File: src/thick_line_rasterizer_top_defines.svh
// assertion macros used by the rasterizer controller
`ifndef THICK_LINE_RASTERIZER_TOP_DEFINES_SVH
`define THICK_LINE_RASTERIZER_TOP_DEFINES_SVH

// same-cycle implication under asynchronous reset
`define TLR_ASSERT_NOW(lbl, clk, rst_n, ante, cons, msg) \
	lbl: assert property (@(posedge clk) disable iff (!rst_n) (ante) |-> (cons)) \
		else $error(msg);

// next-cycle implication under asynchronous reset
`define TLR_ASSERT_NEXT(lbl, clk, rst_n, ante, cons, msg) \
	lbl: assert property (@(posedge clk) disable iff (!rst_n) (ante) |=> (cons)) \
		else $error(msg);

`endif

File: src/tlr_pkg.sv
// types, codes and point tables of the thick line rasterizer
package tlr_pkg;

	localparam int CoordBits = 16;
	localparam int RingBits = 9;
	localparam int ErrBits = 19;
	localparam int DblBits = 18;

	typedef logic signed [CoordBits-1:0] coord_t;
	typedef logic signed [CoordBits:0] pix_t;
	typedef logic signed [RingBits-1:0] ring_t;

	typedef enum logic [1:0] {ST_IDLE, ST_PRE, ST_EMIT, ST_OUT} ctrl_state_t;

	typedef enum logic [3:0] {
		OCT_NONE, OCT_1, OCT_2, OCT_3, OCT_4, OCT_5, OCT_6, OCT_7, OCT_8
	} oct_t;

	typedef enum logic [3:0] {
		MODE_FULL, MODE_D1, MODE_D2, MODE_D3, MODE_D4, MODE_D5, MODE_D6, MODE_D7, MODE_D8
	} brush_mode_t;

	typedef enum logic [2:0] {
		PT_XY, PT_YX, PT_NXY, PT_NYX, PT_NYNX, PT_NXNY, PT_XNY, PT_YNX
	} pt_code_t;

	// register indexes on the configuration port
	localparam logic REG_RADIUS = 1'b0;
	localparam logic REG_COLOR = 1'b1;

	typedef struct packed {
		logic load;
		logic take;
		logic step;
	} tlr_cmd_t;

	typedef struct packed {
		logic pend_valid;
		logic busy;
		logic found;
	} tlr_status_t;

	localparam pt_code_t FULL_X0[4] = '{PT_XY, PT_YX, PT_NYX, PT_XNY};
	localparam pt_code_t FULL_Y0[4] = '{PT_XY, PT_YX, PT_NXY, PT_YNX};
	localparam pt_code_t FULL_GEN[8] = '{PT_XNY, PT_YNX, PT_YX, PT_XY,
		PT_NXY, PT_NYX, PT_NYNX, PT_NXNY};
	localparam pt_code_t FULL_DIAG[4] = '{PT_YX, PT_NXY, PT_XNY, PT_NXNY};

	// points per ring step
	function automatic logic [3:0] point_count(brush_mode_t mode, ring_t x, ring_t y);
		logic [3:0] n;
		n = 4'd4;
		if (mode == MODE_FULL && x != 0 && y != 0 && x != y)
			n = 4'd8;
		return n;
	endfunction

	// symmetric point selected for one index
	function automatic pt_code_t point_code(brush_mode_t mode, ring_t x, ring_t y,
			logic [2:0] idx);
		pt_code_t c;
		c = PT_XY;
		case (mode)
			MODE_FULL: begin
				if (x == 0) c = FULL_X0[idx[1:0]];
				else if (y == 0) c = FULL_Y0[idx[1:0]];
				else if (x != y) c = FULL_GEN[idx];
				else c = FULL_DIAG[idx[1:0]];
			end
			MODE_D1: begin
				case (idx[1:0])
					2'd0: c = PT_XY; 2'd1: c = PT_YX; 2'd2: c = PT_NXY; default: c = PT_YNX;
				endcase
			end
			MODE_D2: begin
				case (idx[1:0])
					2'd0: c = PT_YX; 2'd1: c = PT_XY; 2'd2: c = PT_NXY; default: c = PT_NYX;
				endcase
			end
			MODE_D3: begin
				case (idx[1:0])
					2'd0: c = PT_XY; 2'd1: c = PT_NXY; 2'd2: c = PT_NYX; default: c = PT_NYNX;
				endcase
			end
			MODE_D4: begin
				case (idx[1:0])
					2'd0: c = PT_NXY; 2'd1: c = PT_NYX; 2'd2: c = PT_NYNX; default: c = PT_NXNY;
				endcase
			end
			MODE_D5: begin
				case (idx[1:0])
					2'd0: c = PT_XNY; 2'd1: c = PT_NYX; 2'd2: c = PT_NYNX; default: c = PT_NXNY;
				endcase
			end
			MODE_D6: begin
				case (idx[1:0])
					2'd0: c = PT_XNY; 2'd1: c = PT_YNX; 2'd2: c = PT_NYNX; default: c = PT_NXNY;
				endcase
			end
			MODE_D7: begin
				case (idx[1:0])
					2'd0: c = PT_XNY; 2'd1: c = PT_YNX; 2'd2: c = PT_YX; default: c = PT_NXNY;
				endcase
			end
			MODE_D8: begin
				case (idx[1:0])
					2'd0: c = PT_XNY; 2'd1: c = PT_YNX; 2'd2: c = PT_YX; default: c = PT_XY;
				endcase
			end
			default: c = PT_XY;
		endcase
		return c;
	endfunction

endpackage

File: src/tlr_ifs.sv
// handshake channels of the rasterizer
interface tlr_line_if import tlr_pkg::*; ();
	logic valid;
	logic ready;
	logic cmd;
	coord_t start_x;
	coord_t start_y;
	coord_t end_x;
	coord_t end_y;
	modport source (output valid, cmd, start_x, start_y, end_x, end_y, input ready);
	modport sink (input valid, cmd, start_x, start_y, end_x, end_y, output ready);
endinterface

interface tlr_pixel_if import tlr_pkg::*; ();
	logic valid;
	logic ready;
	pix_t pixel_x;
	pix_t pixel_y;
	logic [31:0] color;
	logic last;
	modport source (output valid, pixel_x, pixel_y, color, last, input ready);
	modport sink (input valid, pixel_x, pixel_y, color, last, output ready);
endinterface

interface tlr_cfg_if;
	logic valid;
	logic ready;
	logic index;
	logic [31:0] data;
	modport source (output valid, index, data, input ready);
	modport sink (input valid, index, data, output ready);
endinterface

File: src/thick_line_rasterizer_top.sv
// A load starts the prefetch search for the first pixel and outputs no pixel.
// A tick with a pixel pending presents it once the search for the next pixel ends.
// A new load or tick is taken only when idle, after the last pixel has transferred; each ring
// step and walk step is a step of the shared search unit in the datapath.
// Reset: asynchronous, active low; idle, no pixel pending, configuration registers zero.
module thick_line_rasterizer_top import tlr_pkg::*; (
	input logic clk,
	input logic arst_n,
	tlr_line_if.sink line_in,
	tlr_pixel_if.source pixel_out,
	tlr_cfg_if.sink cfg
);

	logic [5:0] radius_q;
	logic [31:0] color_q;
	tlr_cmd_t cmd;
	tlr_status_t status;

	// configuration registers, every write transfer taken at once
	assign cfg.ready = 1'b1;
	always_ff @(posedge clk or negedge arst_n) begin
		if (!arst_n) begin
			radius_q <= '0;
			color_q <= '0;
		end else if (cfg.valid) begin
			case (cfg.index)
				REG_RADIUS: radius_q <= cfg.data[5:0];
				REG_COLOR: color_q <= cfg.data;
				default: color_q <= color_q;
			endcase
		end
	end

	tlr_ctrl u_ctrl (
		.clk(clk),
		.arst_n(arst_n),
		.in_valid(line_in.valid),
		.in_cmd(line_in.cmd),
		.in_ready(line_in.ready),
		.out_valid(pixel_out.valid),
		.out_ready(pixel_out.ready),
		.status(status),
		.cmd(cmd)
	);

	tlr_datapath u_dp (
		.clk(clk),
		.arst_n(arst_n),
		.cmd(cmd),
		.status(status),
		.start_x(line_in.start_x),
		.start_y(line_in.start_y),
		.end_x(line_in.end_x),
		.end_y(line_in.end_y),
		.radius(radius_q),
		.pixel_x(pixel_out.pixel_x),
		.pixel_y(pixel_out.pixel_y),
		.last(pixel_out.last)
	);

	assign pixel_out.color = color_q;

endmodule

File: src/tlr_ctrl.sv
// controller: sequences load, prefetch search and pixel transfer
`include "thick_line_rasterizer_top_defines.svh"

module tlr_ctrl import tlr_pkg::*; (
	input logic clk,
	input logic arst_n,
	input logic in_valid,
	input logic in_cmd,
	output logic in_ready,
	output logic out_valid,
	input logic out_ready,
	input tlr_status_t status,
	output tlr_cmd_t cmd
);

	ctrl_state_t state_q, state_d;
	logic in_fire;

	assign in_fire = in_valid && in_ready;

	// state register
	always_ff @(posedge clk or negedge arst_n) begin
		if (!arst_n) state_q <= ST_IDLE;
		else state_q <= state_d;
	end

	// next state
	always_comb begin
		state_d = state_q;
		case (state_q)
			ST_IDLE: begin
				if (in_fire && !in_cmd) state_d = ST_PRE;
				else if (in_fire && status.pend_valid) state_d = ST_EMIT;
			end
			ST_PRE: begin
				if (!status.busy || status.found) state_d = ST_IDLE;
			end
			ST_EMIT: begin
				if (!status.busy || status.found) state_d = ST_OUT;
			end
			ST_OUT: begin
				if (out_ready) state_d = ST_IDLE;
			end
			default: state_d = ST_IDLE;
		endcase
	end

	// outputs
	always_comb begin
		in_ready = 1'b0;
		out_valid = 1'b0;
		cmd = '0;
		case (state_q)
			ST_IDLE: begin
				in_ready = 1'b1;
				cmd.load = in_fire && !in_cmd;
				cmd.take = in_fire && in_cmd && status.pend_valid;
			end
			ST_PRE, ST_EMIT: begin
				cmd.step = 1'b1;
			end
			ST_OUT: begin
				out_valid = 1'b1;
			end
			default: begin
				in_ready = 1'b0;
			end
		endcase
	end

	`TLR_ASSERT_NEXT(a_load_prefetch, clk, arst_n, in_fire && !in_cmd, state_q == ST_PRE,
		"load did not start prefetch")
	`TLR_ASSERT_NEXT(a_tick_emit, clk, arst_n, in_fire && in_cmd && status.pend_valid,
		state_q == ST_EMIT, "tick with pending pixel did not start search")
	`TLR_ASSERT_NEXT(a_out_hold, clk, arst_n, out_valid && !out_ready, out_valid,
		"pixel dropped before transfer")

endmodule

File: src/tlr_datapath.sv
// datapath: line walker, ring stepper and prefetched pixel
module tlr_datapath import tlr_pkg::*; (
	input logic clk,
	input logic arst_n,
	input tlr_cmd_t cmd,
	output tlr_status_t status,
	input coord_t start_x,
	input coord_t start_y,
	input coord_t end_x,
	input coord_t end_y,
	input logic [5:0] radius,
	output pix_t pixel_x,
	output pix_t pixel_y,
	output logic last
);

	coord_t walk_x_q, walk_y_q, target_x_q, target_y_q, prev_x_q, prev_y_q;
	logic signed [ErrBits-1:0] err_q;
	logic signed [DblBits-1:0] ddx_q, ddy_q;
	oct_t oct_q;
	brush_mode_t mode_q;
	ring_t rad_q, stop_q, rx_q, ry_q, dec_q;
	logic [5:0] seg_rad_q;
	logic [3:0] pidx_q;
	logic busy_q, phase_q, pend_valid_q, last_q;
	pix_t pend_x_q, pend_y_q, pix_x_q, pix_y_q;

	// load decode
	logic signed [CoordBits:0] dx, dy;
	logic signed [CoordBits+1:0] ndx, ndy;
	oct_t oct_ld;
	always_comb begin
		dx = (CoordBits+1)'(end_x) - (CoordBits+1)'(start_x);
		dy = (CoordBits+1)'(end_y) - (CoordBits+1)'(start_y);
		ndx = -(CoordBits+2)'(dx);
		ndy = -(CoordBits+2)'(dy);
		oct_ld = OCT_NONE;
		if (dx > 0) begin
			if (dy >= 0) oct_ld = (dx >= dy) ? OCT_1 : OCT_2;
			else oct_ld = ((CoordBits+2)'(dx) >= ndy) ? OCT_8 : OCT_7;
		end else if (dx < 0) begin
			if (dy > 0) oct_ld = (ndx >= (CoordBits+2)'(dy)) ? OCT_4 : OCT_3;
			else if (dy < 0) oct_ld = (dx <= dy) ? OCT_5 : OCT_6;
			else oct_ld = OCT_4;
		end else begin
			if (dy > 0) oct_ld = OCT_2;
			else if (dy < 0) oct_ld = OCT_6;
		end
	end

	// centre start: neighbour test and direction
	logic signed [CoordBits:0] wx17, wy17, px17, py17;
	logic far;
	brush_mode_t dir;
	always_comb begin
		wx17 = (CoordBits+1)'(walk_x_q);
		wy17 = (CoordBits+1)'(walk_y_q);
		px17 = (CoordBits+1)'(prev_x_q);
		py17 = (CoordBits+1)'(prev_y_q);
		far = (prev_x_q == '1) || (px17 < wx17 - 1) || (px17 > wx17 + 1) ||
			(py17 < wy17 - 1) || (py17 > wy17 + 1);
		if (prev_y_q < walk_y_q)
			dir = (prev_x_q < walk_x_q) ? MODE_D1 : ((prev_x_q == walk_x_q) ? MODE_D2 : MODE_D3);
		else if (prev_y_q == walk_y_q)
			dir = (prev_x_q > walk_x_q) ? MODE_D4 : ((prev_x_q < walk_x_q) ? MODE_D8 : MODE_FULL);
		else
			dir = (prev_x_q > walk_x_q) ? MODE_D5 : ((prev_x_q == walk_x_q) ? MODE_D6 : MODE_D7);
	end

	// bresenham step
	coord_t nwx, nwy;
	logic signed [ErrBits-1:0] e1, e2, edx, edy;
	logic hit, take2;
	always_comb begin
		edx = ErrBits'(ddx_q);
		edy = ErrBits'(ddy_q);
		nwx = walk_x_q;
		nwy = walk_y_q;
		e1 = err_q;
		e2 = err_q;
		hit = 1'b0;
		take2 = 1'b0;
		case (oct_q)
			OCT_1: begin
				nwx = walk_x_q + 1'b1; hit = nwx == target_x_q;
				e1 = err_q - edy; take2 = e1 < 0; e2 = e1 + edx;
				if (take2) nwy = walk_y_q + 1'b1;
			end
			OCT_2: begin
				nwy = walk_y_q + 1'b1; hit = nwy == target_y_q;
				e1 = err_q - edx; take2 = e1 < 0; e2 = e1 + edy;
				if (take2) nwx = walk_x_q + 1'b1;
			end
			OCT_3: begin
				nwy = walk_y_q + 1'b1; hit = nwy == target_y_q;
				e1 = err_q + edx; take2 = e1 <= 0; e2 = e1 + edy;
				if (take2) nwx = walk_x_q - 1'b1;
			end
			OCT_4: begin
				nwx = walk_x_q - 1'b1; hit = nwx == target_x_q;
				e1 = err_q + edy; take2 = e1 >= 0; e2 = e1 + edx;
				if (take2) nwy = walk_y_q + 1'b1;
			end
			OCT_5: begin
				nwx = walk_x_q - 1'b1; hit = nwx == target_x_q;
				e1 = err_q - edy; take2 = e1 >= 0; e2 = e1 + edx;
				if (take2) nwy = walk_y_q - 1'b1;
			end
			OCT_6: begin
				nwy = walk_y_q - 1'b1; hit = nwy == target_y_q;
				e1 = err_q - edx; take2 = e1 >= 0; e2 = e1 + edy;
				if (take2) nwx = walk_x_q - 1'b1;
			end
			OCT_7: begin
				nwy = walk_y_q - 1'b1; hit = nwy == target_y_q;
				e1 = err_q + edx; take2 = e1 > 0; e2 = e1 + edy;
				if (take2) nwx = walk_x_q + 1'b1;
			end
			OCT_8: begin
				nwx = walk_x_q + 1'b1; hit = nwx == target_x_q;
				e1 = err_q + edy; take2 = e1 < 0; e2 = e1 + edx;
				if (take2) nwy = walk_y_q - 1'b1;
			end
			default: hit = 1'b1;
		endcase
	end

	// ring point and decision update
	logic [3:0] npts;
	pt_code_t code;
	ring_t ox, oy;
	logic signed [RingBits+1:0] x2, ryd, dec11, ndec;
	ring_t nrx, nry;
	always_comb begin
		npts = point_count(mode_q, rx_q, ry_q);
		code = point_code(mode_q, rx_q, ry_q, pidx_q[2:0]);
		case (code)
			PT_XY: begin ox = rx_q; oy = ry_q; end
			PT_YX: begin ox = ry_q; oy = rx_q; end
			PT_NXY: begin ox = -rx_q; oy = ry_q; end
			PT_NYX: begin ox = -ry_q; oy = rx_q; end
			PT_NYNX: begin ox = -ry_q; oy = -rx_q; end
			PT_NXNY: begin ox = -rx_q; oy = -ry_q; end
			PT_XNY: begin ox = rx_q; oy = -ry_q; end
			default: begin ox = ry_q; oy = -rx_q; end
		endcase
		x2 = (RingBits+2)'(rx_q) + (RingBits+2)'(rx_q);
		ryd = (RingBits+2)'(rad_q) - (RingBits+2)'(ry_q);
		dec11 = (RingBits+2)'(dec_q);
		nrx = rx_q;
		nry = ry_q;
		if (dec11 >= x2) begin
			ndec = dec11 - x2 - 2'sd1;
			nrx = rx_q + 1'b1;
		end else if (dec11 <= ryd + ryd) begin
			ndec = dec11 + (RingBits+2)'(ry_q) + (RingBits+2)'(ry_q) - 2'sd1;
			nry = ry_q - 1'b1;
		end else begin
			ndec = dec11 + (RingBits+2)'(ry_q) - (RingBits+2)'(rx_q)
				+ (RingBits+2)'(ry_q) - (RingBits+2)'(rx_q) - 3'sd2;
			nry = ry_q - 1'b1;
			nrx = rx_q + 1'b1;
		end
	end

	// one search step
	logic found;
	pix_t fx, fy;
	ring_t seg_rad9;
	always_comb begin
		seg_rad9 = RingBits'(seg_rad_q);
		found = 1'b0;
		fx = wx17;
		fy = wy17;
		if (busy_q) begin
			if (!phase_q) begin
				found = far;
			end else if (!(rad_q <= stop_q) && !(ry_q < rx_q) && (pidx_q < npts)) begin
				found = 1'b1;
				fx = wx17 + (CoordBits+1)'(ox);
				fy = wy17 + (CoordBits+1)'(oy);
			end
		end
	end

	// control registers
	always_ff @(posedge clk or negedge arst_n) begin
		if (!arst_n) begin
			busy_q <= 1'b0;
			phase_q <= 1'b0;
			pend_valid_q <= 1'b0;
		end else if (cmd.load) begin
			busy_q <= oct_ld != OCT_NONE;
			phase_q <= 1'b0;
			pend_valid_q <= 1'b0;
		end else if (cmd.step) begin
			if (!busy_q) begin
				pend_valid_q <= 1'b0;
			end else if (!phase_q) begin
				phase_q <= 1'b1;
				if (far) pend_valid_q <= 1'b1;
			end else if (rad_q <= stop_q) begin
				phase_q <= 1'b0;
				if (hit) busy_q <= 1'b0;
			end else if (found) begin
				pend_valid_q <= 1'b1;
			end
		end
	end

	// walker, ring and pixel registers
	always_ff @(posedge clk) begin
		if (cmd.load) begin
			walk_x_q <= start_x;
			walk_y_q <= start_y;
			target_x_q <= end_x;
			target_y_q <= end_y;
			oct_q <= oct_ld;
			err_q <= (oct_ld == OCT_1 || oct_ld == OCT_4 || oct_ld == OCT_5 || oct_ld == OCT_8)
				? ErrBits'(dx) : ErrBits'(dy);
			ddx_q <= DblBits'(dx) + DblBits'(dx);
			ddy_q <= DblBits'(dy) + DblBits'(dy);
			prev_x_q <= '1;
			prev_y_q <= '1;
			seg_rad_q <= radius;
		end
		if (cmd.take) begin
			pix_x_q <= pend_x_q;
			pix_y_q <= pend_y_q;
		end
		if (cmd.step) begin
			if (!busy_q) begin
				last_q <= 1'b1;
			end else if (!phase_q) begin
				mode_q <= far ? MODE_FULL : dir;
				rad_q <= seg_rad9;
				stop_q <= far ? '0 : ((dir == MODE_FULL) ? seg_rad9 : seg_rad9 - 3'sd2);
				rx_q <= '0;
				ry_q <= seg_rad9;
				dec_q <= seg_rad9 - 1'b1;
				pidx_q <= '0;
				prev_x_q <= walk_x_q;
				prev_y_q <= walk_y_q;
			end else if (rad_q <= stop_q) begin
				if (!hit) begin
					walk_x_q <= nwx;
					walk_y_q <= nwy;
					err_q <= take2 ? e2 : e1;
				end
			end else if (ry_q < rx_q) begin
				rad_q <= rad_q - 1'b1;
				rx_q <= '0;
				ry_q <= rad_q - 1'b1;
				dec_q <= rad_q - 3'sd2;
				pidx_q <= '0;
			end else if (pidx_q < npts) begin
				pidx_q <= pidx_q + 1'b1;
			end else begin
				rx_q <= nrx;
				ry_q <= nry;
				dec_q <= RingBits'(ndec);
				pidx_q <= '0;
			end
			if (found) begin
				pend_x_q <= fx;
				pend_y_q <= fy;
				last_q <= 1'b0;
			end
		end
	end

	assign status = '{pend_valid: pend_valid_q, busy: busy_q, found: found};
	assign pixel_x = pix_x_q;
	assign pixel_y = pix_y_q;
	assign last = last_q;

endmodule
File: src/flat_wrapper.sv
// flat-port wrapper written by rule: the top's interface ports become plain ports
module thick_line_rasterizer_top_flat import tlr_pkg::*;
  (clk, arst_n, line_in_valid, line_in_cmd, line_in_start_x, line_in_start_y, line_in_end_x, line_in_end_y, line_in_ready, pixel_out_valid, pixel_out_pixel_x, pixel_out_pixel_y, pixel_out_color, pixel_out_last, pixel_out_ready, cfg_valid, cfg_index, cfg_data, cfg_ready);
  tlr_line_if line_in_i ();
  tlr_pixel_if pixel_out_i ();
  tlr_cfg_if cfg_i ();
  input logic clk;
  input logic arst_n;
  input wire logic [$bits(line_in_i.valid)-1:0] line_in_valid;
  input wire logic [$bits(line_in_i.cmd)-1:0] line_in_cmd;
  input wire logic [$bits(line_in_i.start_x)-1:0] line_in_start_x;
  input wire logic [$bits(line_in_i.start_y)-1:0] line_in_start_y;
  input wire logic [$bits(line_in_i.end_x)-1:0] line_in_end_x;
  input wire logic [$bits(line_in_i.end_y)-1:0] line_in_end_y;
  output wire logic [$bits(line_in_i.ready)-1:0] line_in_ready;
  output wire logic [$bits(pixel_out_i.valid)-1:0] pixel_out_valid;
  output wire logic [$bits(pixel_out_i.pixel_x)-1:0] pixel_out_pixel_x;
  output wire logic [$bits(pixel_out_i.pixel_y)-1:0] pixel_out_pixel_y;
  output wire logic [$bits(pixel_out_i.color)-1:0] pixel_out_color;
  output wire logic [$bits(pixel_out_i.last)-1:0] pixel_out_last;
  input wire logic [$bits(pixel_out_i.ready)-1:0] pixel_out_ready;
  input wire logic [$bits(cfg_i.valid)-1:0] cfg_valid;
  input wire logic [$bits(cfg_i.index)-1:0] cfg_index;
  input wire logic [$bits(cfg_i.data)-1:0] cfg_data;
  output wire logic [$bits(cfg_i.ready)-1:0] cfg_ready;
  assign line_in_i.valid = line_in_valid;
  assign line_in_i.cmd = line_in_cmd;
  assign line_in_i.start_x = line_in_start_x;
  assign line_in_i.start_y = line_in_start_y;
  assign line_in_i.end_x = line_in_end_x;
  assign line_in_i.end_y = line_in_end_y;
  assign line_in_ready = line_in_i.ready;
  assign pixel_out_valid = pixel_out_i.valid;
  assign pixel_out_pixel_x = pixel_out_i.pixel_x;
  assign pixel_out_pixel_y = pixel_out_i.pixel_y;
  assign pixel_out_color = pixel_out_i.color;
  assign pixel_out_last = pixel_out_i.last;
  assign pixel_out_i.ready = pixel_out_ready;
  assign cfg_i.valid = cfg_valid;
  assign cfg_i.index = cfg_index;
  assign cfg_i.data = cfg_data;
  assign cfg_ready = cfg_i.ready;
  thick_line_rasterizer_top u_core (.clk(clk), .arst_n(arst_n), .line_in(line_in_i), .pixel_out(pixel_out_i), .cfg(cfg_i));
endmodule
File: config.mk
export PLATFORM = sky130hd
export DESIGN_NAME = thick_line_rasterizer_top_flat
export DESIGN_NICKNAME = d
export VERILOG_FILES = /design/src/tlr_pkg.sv /design/src/tlr_ifs.sv /design/src/thick_line_rasterizer_top.sv /design/src/tlr_ctrl.sv /design/src/tlr_datapath.sv /design/src/flat_wrapper.sv
export VERILOG_INCLUDE_DIRS = /design/src /design/src/src
export SDC_FILE = /design/constraint.sdc
export NUM_CORES = 1
export LEC_CHECK = 0
export ABC_AREA = 1
export BUFFER_PORTS_ARGS = -buffer_cell sky130_fd_sc_hd__clkbuf_2
export CORE_MARGIN = 2
export CORE_UTILIZATION = 46
export DETAILED_ROUTE_END_ITERATION = 8
export GPL_ROUTABILITY_DRIVEN = 0
export PLACE_DENSITY = 0.65
export SYNTH_ARGS = -nofsm -noshare
export SYNTH_HDL_FRONTEND = slang
export SYNTH_SLANG_ARGS = --single-unit
File: constraint.sdc
create_clock -name clk -period 5.1 [get_ports clk]
set_input_delay 0.51 -clock clk [delete_from_list [all_inputs] [get_ports clk]]
set_output_delay 0.51 -clock clk [all_outputs]
set_load 0.01 [all_outputs]
; Word-level counts from Yosys, hierarchy flattened
; Memories as Yosys holds them, arrays and structs flattened.
; Index checks and enable logic that the tools add are counted.
[word_totals]
ff_bits = 324
romBits = 24
inputBits = 103
out_inout_bits = 70
memories = 1
[op_classes]
addsub = 45
n_lt_le_gt_ge = 31
eq_ne = 63
muxes = 148
bitwise = 4
reduce_logical = 65
[memory_table]
columns = memory, depth, word_bits, read_ports, rd_clocked_by_memory_dff, wr, line_no
row1 = (name not given), 8, 3, 1, 0, 0, tlr_pkg.sv:67  ; else if (x != y) c = FULL_GEN[idx];
[ops]
columns = op, count
row1 = $mux 16, 28
row2 = $pmux 16 s6, 2
row3 = $mux 9, 17
row4 = $mux 19, 8
row5 = $pmux 19 s4, 2
row6 = $add 19x18->19, 6
row7 = $mux 17, 6
row8 = $eq 16x16->1, 6
row9 = $logic_not 32->1, 2
row10 = $reduce_bool 32->1, 2
row11 = $ge 19x1->1 const B, 3
row12 = $lt 19x1->1 const B, 3
row13 = $ne 7x7->1 const B, 8
row14 = $pmux 3 s3, 6
row15 = $pmux 9 s3, 2
row16 = $mux 4, 12
row17 = $mux 3, 15
row18 = $eq 4x3->1 const B, 10
row19 = $sub 19x18->19, 2
row20 = $add 17x17->18, 2
row21 = $neg 17->18, 2
row22 = $add 16x2->17 const B, 2
row23 = $add 16x9->17, 2
row24 = $gt 16x17->1, 2
row25 = 80 further kinds, 206

; Longest topological paths before layout
[logic_depth]
word_depth = 18
mapped_depth = 41
mapped_depth_nobuf = 41

; Modules after synthesis
; Synthesis repeated with hierarchy kept, for this count alone.
[unflattened]
hier_cells = 5114
hier_area_um2 = 35086.2
[modules_own_cells]
columns = mod, instances, cells_each, area_each_um2
row1 = tlr_datapath, 1, 4912, 33364.5
row2 = thick_line_rasterizer_top, 1, 168, 1508.9
row3 = tlr_ctrl, 1, 34, 212.7

; Worst setup path after synthesis
; No wires, ideal clock.
[synth_timing]
path_kind = input -> register
start = in line_in_end_y[0]
end = reg u_core.u_dp.err_q[11], data pin
setup_ns = 0.249
arrival_time_ns = 4.937
slack_ns = -0.086
stages = 33
path_cell_list = inv_1 -> ha_1 -> fa_1 -> ha_1 -> inv_1 -> nor3_1 -> nand2_1 -> nor2_1 -> nand4_1 -> nor2_1 -> nand3_1 -> nor2_1 -> nand3_1 -> nor2_2 -> inv_1 -> ha_1 -> ha_1 -> nand2_1 -> nor2_1 -> inv_1 -> nor2_1 -> nand4_1 -> nand3_1 -> nand2_1 -> nand4_1 -> o21ai_1 -> nor2_4 -> buf_2 -> nand3_1 -> nand3_1 -> nand2_1 -> nand2_1 -> inv_1
[synth_via]
elab_chain_cells = 18
elab_cells_between_ends = 34
[synth_rtl]
columns = element, line_no
row1 = "start, declared", flat_wrapper.sv:14  ; input wire logic [$bits(line_in_i.end_y)-1:0] line_in_end_y;
row2 = $sub 16x16->17 *, tlr_datapath.sv:34  ; dy = (CoordBits+1)'(end_y) - (CoordBits+1)'(start_y);
row3 = branches (longest 10 deep; another with $neg 17->18), -
row4 = $mux 19 *, tlr_datapath.sv:220  ; ? ErrBits'(dx) : ErrBits'(dy);
row5 = $mux 19 *, tlr_datapath.sv:213  ; if (cmd.load) begin
row6 = $mux 19, tlr_datapath.sv:245  ; if (!hit) begin
row7 = $mux 19, tlr_datapath.sv:244  ; end else if (rad_q <= stop_q) begin
row8 = $mux 19, tlr_datapath.sv:234  ; end else if (!phase_q) begin
row9 = $mux 19, tlr_datapath.sv:232  ; if (!busy_q) begin
row10 = $mux 19 *, tlr_datapath.sv:231  ; if (cmd.step) begin
row11 = "end signal, assigned", tlr_datapath.sv:219  ; err_q <= (oct_ld == OCT_1 || oct_ld == OCT_4 || oct_ld == OCT_5 || oct_ld == OCT_8)
row12 = "end signal, assigned", tlr_datapath.sv:248  ; err_q <= take2 ? e2 : e1;
row13 = "end, declared", tlr_datapath.sv:18  ; logic signed [ErrBits-1:0] err_q;
; Every way passes the cells marked *.
; A chain may end at the register's enable or synchronous reset.

; Worst setup path in the final report
[layout_timing]
start = reg u_core.u_dp.ry_q[1]
end = reg u_core.u_dp.pend_x_q[15], data pin
[layout_via]
elab_chain_cells = 12
elab_cells_between_ends = 30
[layout_rtl]
columns = element, line_no
row1 = "start, declared", tlr_datapath.sv:22  ; ring_t rad_q, stop_q, rx_q, ry_q, dec_q;
row2 = "start signal, assigned", tlr_datapath.sv:239  ; ry_q <= seg_rad9;
row3 = "start signal, assigned", tlr_datapath.sv:253  ; ry_q <= rad_q - 1'b1;
row4 = "start signal, assigned", tlr_datapath.sv:260  ; ry_q <= nry;
row5 = $ne 9x9->1, "tlr_pkg.sv:53, tlr_pkg.sv:67"
row6 = $mux 3, tlr_pkg.sv:67
row7 = $mux 3, tlr_pkg.sv:66  ; else if (y == 0) c = FULL_Y0[idx[1:0]];
row8 = $mux 3, tlr_pkg.sv:65  ; if (x == 0) c = FULL_X0[idx[1:0]];
row9 = $pmux 3 s9, tlr_pkg.sv:63  ; case (mode)
row10 = "$eq 3x3->1, or another cell as far along", tlr_datapath.sv:137  ; case (code)
row11 = $reduce_or 2->1 (no source line), -
row12 = $pmux 9 s3, tlr_datapath.sv:137
row13 = $add 16x9->17, tlr_datapath.sv:180  ; fx = wx17 + (CoordBits+1)'(ox);
row14 = $mux 17 *, tlr_datapath.sv:178  ; end else if (!(rad_q <= stop_q) && !(ry_q < rx_q) && (pidx_q < npts)) begin
row15 = $mux 17 *, tlr_datapath.sv:176  ; if (!phase_q) begin
row16 = $mux 17 *, tlr_datapath.sv:175  ; if (busy_q) begin
row17 = via u_core.u_dp.fx[15], tlr_datapath.sv:168  ; pix_t fx, fy;
row18 = "end signal, assigned", tlr_datapath.sv:265  ; pend_x_q <= fx;
row19 = "end, declared", tlr_datapath.sv:26  ; pix_t pend_x_q, pend_y_q, pix_x_q, pix_y_q;
; The timed path passes the listed nets; every way through them passes the cells marked *.

==> metrics.md <==
| Metric | Value |
|---|---|
| Yosys warnings | `0` |
| Cell taking the most area after synthesis | `edfxtp_1` |
| Routed vias | `35.4k` |
| Biggest cell delay along the critical path | `0.40 ns` |
| DRC Markers | `0` |
| Least-Margin Pin Slew | `0.886 ns` |
| Leak pwr | `19.9 nW` |
| Max Clock Freq | `205 MHz` |
| NumNets Final | `5916` |
| Post-synthesis mux area share | `0.841%` |
| Worst Hold Class | `primary input to async pin` |
| Register share of total power | `16.8%` |
| Post-Route WL | `117000 um` |
| Initial antenna violation count | `7` |
| CP Buf/Inv Count | `8` |
| CTS Sinks | `322` |
| Slew Limit Headroom | `40.4%` |
| Clock Latency Late Sink | `0.57 ns` |
| Unique masters post-synth | `70` |
| CTS Buffer Depth | `3` |
| Global-route wire length before repair | `181000 um` |
| Ranking of synthesized cells by area | `edfxtp_1 (21%), ha_1 (15%), nand2_1 (13%)` |
| Dpl cells | `6281` |
| #FFs+latches synth | `322` |
| Ports | `173` |
| Area post-placement | `38300 sq um` |
| Fin. Hold Viols | `0` |
| Sequential share of the synthesized area | `26.2%` |
| DP Worst Slack | `-0.295 ns` |
| Critical path's top delay family | `simple AND/OR/NAND/NOR gates` |
| Global-route usage over all layers | `29.4%` |
| Post-synth EDFFs | `247` |
| Critical Path Slowest Stage Cell | `edfxtp_1` |
| Synth top area share | `21.3%` |
| Synth Area in Adders | `16.6%` |
| # port buffers | `171` |
| Clk root buf | `clkbuf_16` |
| Site Rows | `100` |
| Synth Cell Area | `34800 sq um` |
| Fillers | `7260` |
| Largest net degree at the start of global routing | `85` |
| Final Util | `53.4%` |
| VDD IR-drop max | `0.449 mV` |
| Initial DRC count | `3213` |
| Post-Syn Area per Cell | `6.96 sq um` |
| DPL Wire Length | `95700 um` |
| Die Wd | `279 um` |
| GRT overflow | `0` |
| CTS HTree Levels | `2` |
| Die Area | `77900 sq um` |
| Post-synthesis xor/xnor area fraction | `4.98%` |
| Share of cells above drive strength 1 | `12.8%` |
| Number of max-cap violations | `0` |
| Combinational Power Share | `74.3%` |
| Synth Area in Compound Gates | `13.2%` |
| Largest family of logic cells by synthesized area | `simple AND/OR/NAND/NOR gates` |
| Switch Pwr | `0.0161 W` |
| Total CTS buffers | `36` |
| Crit-path max FO | `7` |
| Register clock-pin slew on the reported worst setup and hold paths | `0.06 ns` |
| Routed Antenna Nets | `0` |
| Final Setup Violations | `0` |
| Critical Path RT | `5.41 ns` |
| Status | `complete, no violations` |
| Layout area overhead | `14.6%` |
| Internal power | `0.0140 W` |
| Final WS setup | `0.219 ns` |
| Pre-antenna DRT Iters | `6` |
| Worst EP arrival | `5.19 ns` |
| Post-Synth Simple-Gate Area | `28.3%` |
| Layout Cells excl Fill | `6363` |
| Vias in the first global route | `32.8k` |
| Post-route minimum period | `4.88 ns` |
| CTS tree | `done` |
| Cells after Synth | `4998` |
| WL/cell | `18.4 um` |
| Power per cell area | `756 nW/um^2` |
| Core footprint | `74700 sq um` |
| Starting Density | `46.6%` |
| Clock Skew | `0.0120 ns` |
| Max Slew Vio Count | `0` |
| Crit start category | `flip-flop` |
| WS Path Type | `flip-flop to flip-flop` |
| Most Frequent Cell on Critical Path | `nand2_1` |
| Ys async rst share | `13.4%` |
| CP Capture Type | `flip-flop` |
| Final Cycle Share | `95.7%` |
| Primary FF master, synth | `edfxtp_1` |
| Die Y | `279 um` |
| Switching Fraction | `53.5%` |
| Cell area after layout | `39900 sq um` |
| Count leader, synth | `nand2_1` |
| Top cells by count, synth | `nand2_1 (1242), inv_1 (715), ha_1 (430), nor2_1 (415), nand3_1 (367)` |
| Vias/cell | `5.56` |
| Clock power share | `8.9%` |
| Tot Pwr | `0.0301 W` |
## kinds of logic (layout without fill, tap and decap cells)
kind of cell	after synthesis	in the layout
AOI/OAI and AO/OA	830	830
xor gates and xnor gates	196	196
adders and majority gates	450	450
buffers and inverters	864	1239
DFF	322	322
muxes	26	26
other	1	22
and+or+nand+nor	2309	2309
## worst register-to-register path: cells and delay by family, from the launching register on
family	cells	cell delay [ns]
compound gates	7	0.67
xor+xnor	1	0.12
fa+ha+maj	3	0.67
buf+inv	8	0.90
flops	1	0.40
simple gates	24	1.88
## power groups by stage
| stage | logic [W] | registers [W] | clock network, W |
|---|---|---|---|
| 6_report | 0.0224 | 0.00505 | 0.00268 |
| 5_1_grt | 0.0251 | 0.00512 | 0.00281 |
| 4_1_cts | 0.0215 | 0.00500 | 0.00273 |
| 3_5_place_dp | 0.0213 | 0.00505 | 0 |
| 3_3_place_gp | 0.0210 | 0.00504 | 0 |
| 2_1_floorplan | 0.0153 | 0.00450 | 0 |
## what timing repair did
item | 4_1_cts | 5_1_grt
setup endpoints to repair | 6 | 33
buffers inserted | 0 | 13
gates resized for setup | 8 | 99
pin swaps | 0 | 27
hold buffers | 0 | 0
## routing by layer
layer	up-vias	wire length [um]	global-route usage, %
met4	6	4150	10.5
met2	1559	51800	47.2
li1	17400	-	-
met1	16200	50700	40.0
met3	243	10500	4.45
met5	-	47	0
## registers in the layout, indices dropped and copies added (netlist names), 6 cells and up
| signal | flops |
|---|---|
| u_core.u_dp.pend_x_q | 17 |
| u_core.u_dp.target_y_q | 16 |
| u_core.pixel_out.color | 32 |
| u_core.u_dp.err_q | 19 |
| u_core.u_dp.dec_q | 9 |
| u_core.u_dp.walk_y_q | 16 |
| u_core.u_dp.seg_rad_q | 6 |
| u_core.u_dp.pixel_y | 17 |
| u_core.u_dp.rx_q | 9 |
| u_core.u_dp.pend_y_q | 17 |
| u_core.radius_q | 6 |
| u_core.u_dp.ddy_q | 17 |
| u_core.u_dp.pixel_x | 17 |
| u_core.u_dp.walk_x_q | 16 |
| u_core.u_dp.stop_q | 7 |
| u_core.u_dp.ry_q | 9 |
| u_core.u_dp.rad_q | 9 |
| u_core.u_dp.target_x_q | 16 |
| u_core.u_dp.ddx_q | 17 |
| u_core.u_dp.prev_y_q | 16 |
| u_core.u_dp.prev_x_q | 16 |
## placed cells by master (no fill, tap or decap), drive strengths merged, types with 7 or more instances in the layout
cell type and n:
nand2 1256, inv 738, nor2 446, ha 430, nand3 370, o21ai 348, a21oi 303, buf 260
edfxtp 247, clkbuf 221, xor2 145, nand4 108, nor3 64, xnor2 51, dfrtp 43, o22ai 37
dfxtp 32, mux2 26, o211ai 25, or2 22, o21bai 21, fa 20, conb 19, nand3b 18
clkinv 17, a21o 16, o31ai 14, a31oi 14, a21boi 14, o2111ai 13, nor4 7
## worst paths after layout
| check | start | to | slack [ns] | cells after the start |
|---|---|---|---|---|
| max | u_core.u_dp.ry_q[1] | u_core.u_dp.pend_x_q[15] | 0.22 | 43 |
| min | arst_n | u_core.pixel_out.color[25] | 0.04 | 2 |
| max reg2reg | u_core.u_dp.ry_q[1] | u_core.u_dp.pend_x_q[15] | 0.22 | 43 |
| min reg2reg | u_core.u_dp.pend_y_q[2] | u_core.u_dp.pixel_y[2] | 0.42 | 0 |
| max in group asynchronous | arst_n | u_core.u_dp.busy_q | 4.64 | 2 |
| min in group clk | line_in_end_y[8] | u_core.u_dp.target_y_q[8] | 0.14 | 1 |
## per-stage QoR
step	hold slack [ns]	TNS [ns]
4_1_cts	0.0373	0
5_1_grt	0.0872	-0.209
3_3_place_gp	0.401	-3.19
3_5_place_dp	0.405	-5.87
2_1_floorplan	0.214	0
6_report	0.0430	0
## cell type report
type	instances	area, sq um	share of cell area (%)
Multi-Input combinational cell	3830	22700	56.9
Sequential cell	322	9130	22.9
Timing Repair Buffer	431	2870	7.20
Inverter	742	2790	6.99
Tap cell	969	1210	3.04
Clock buffer	50	993	2.49
Clock inverter	16	191	0.480
Antenna cell	3	7.51	0.0188
No activity file was read; power rests on OpenSTA's default activity.
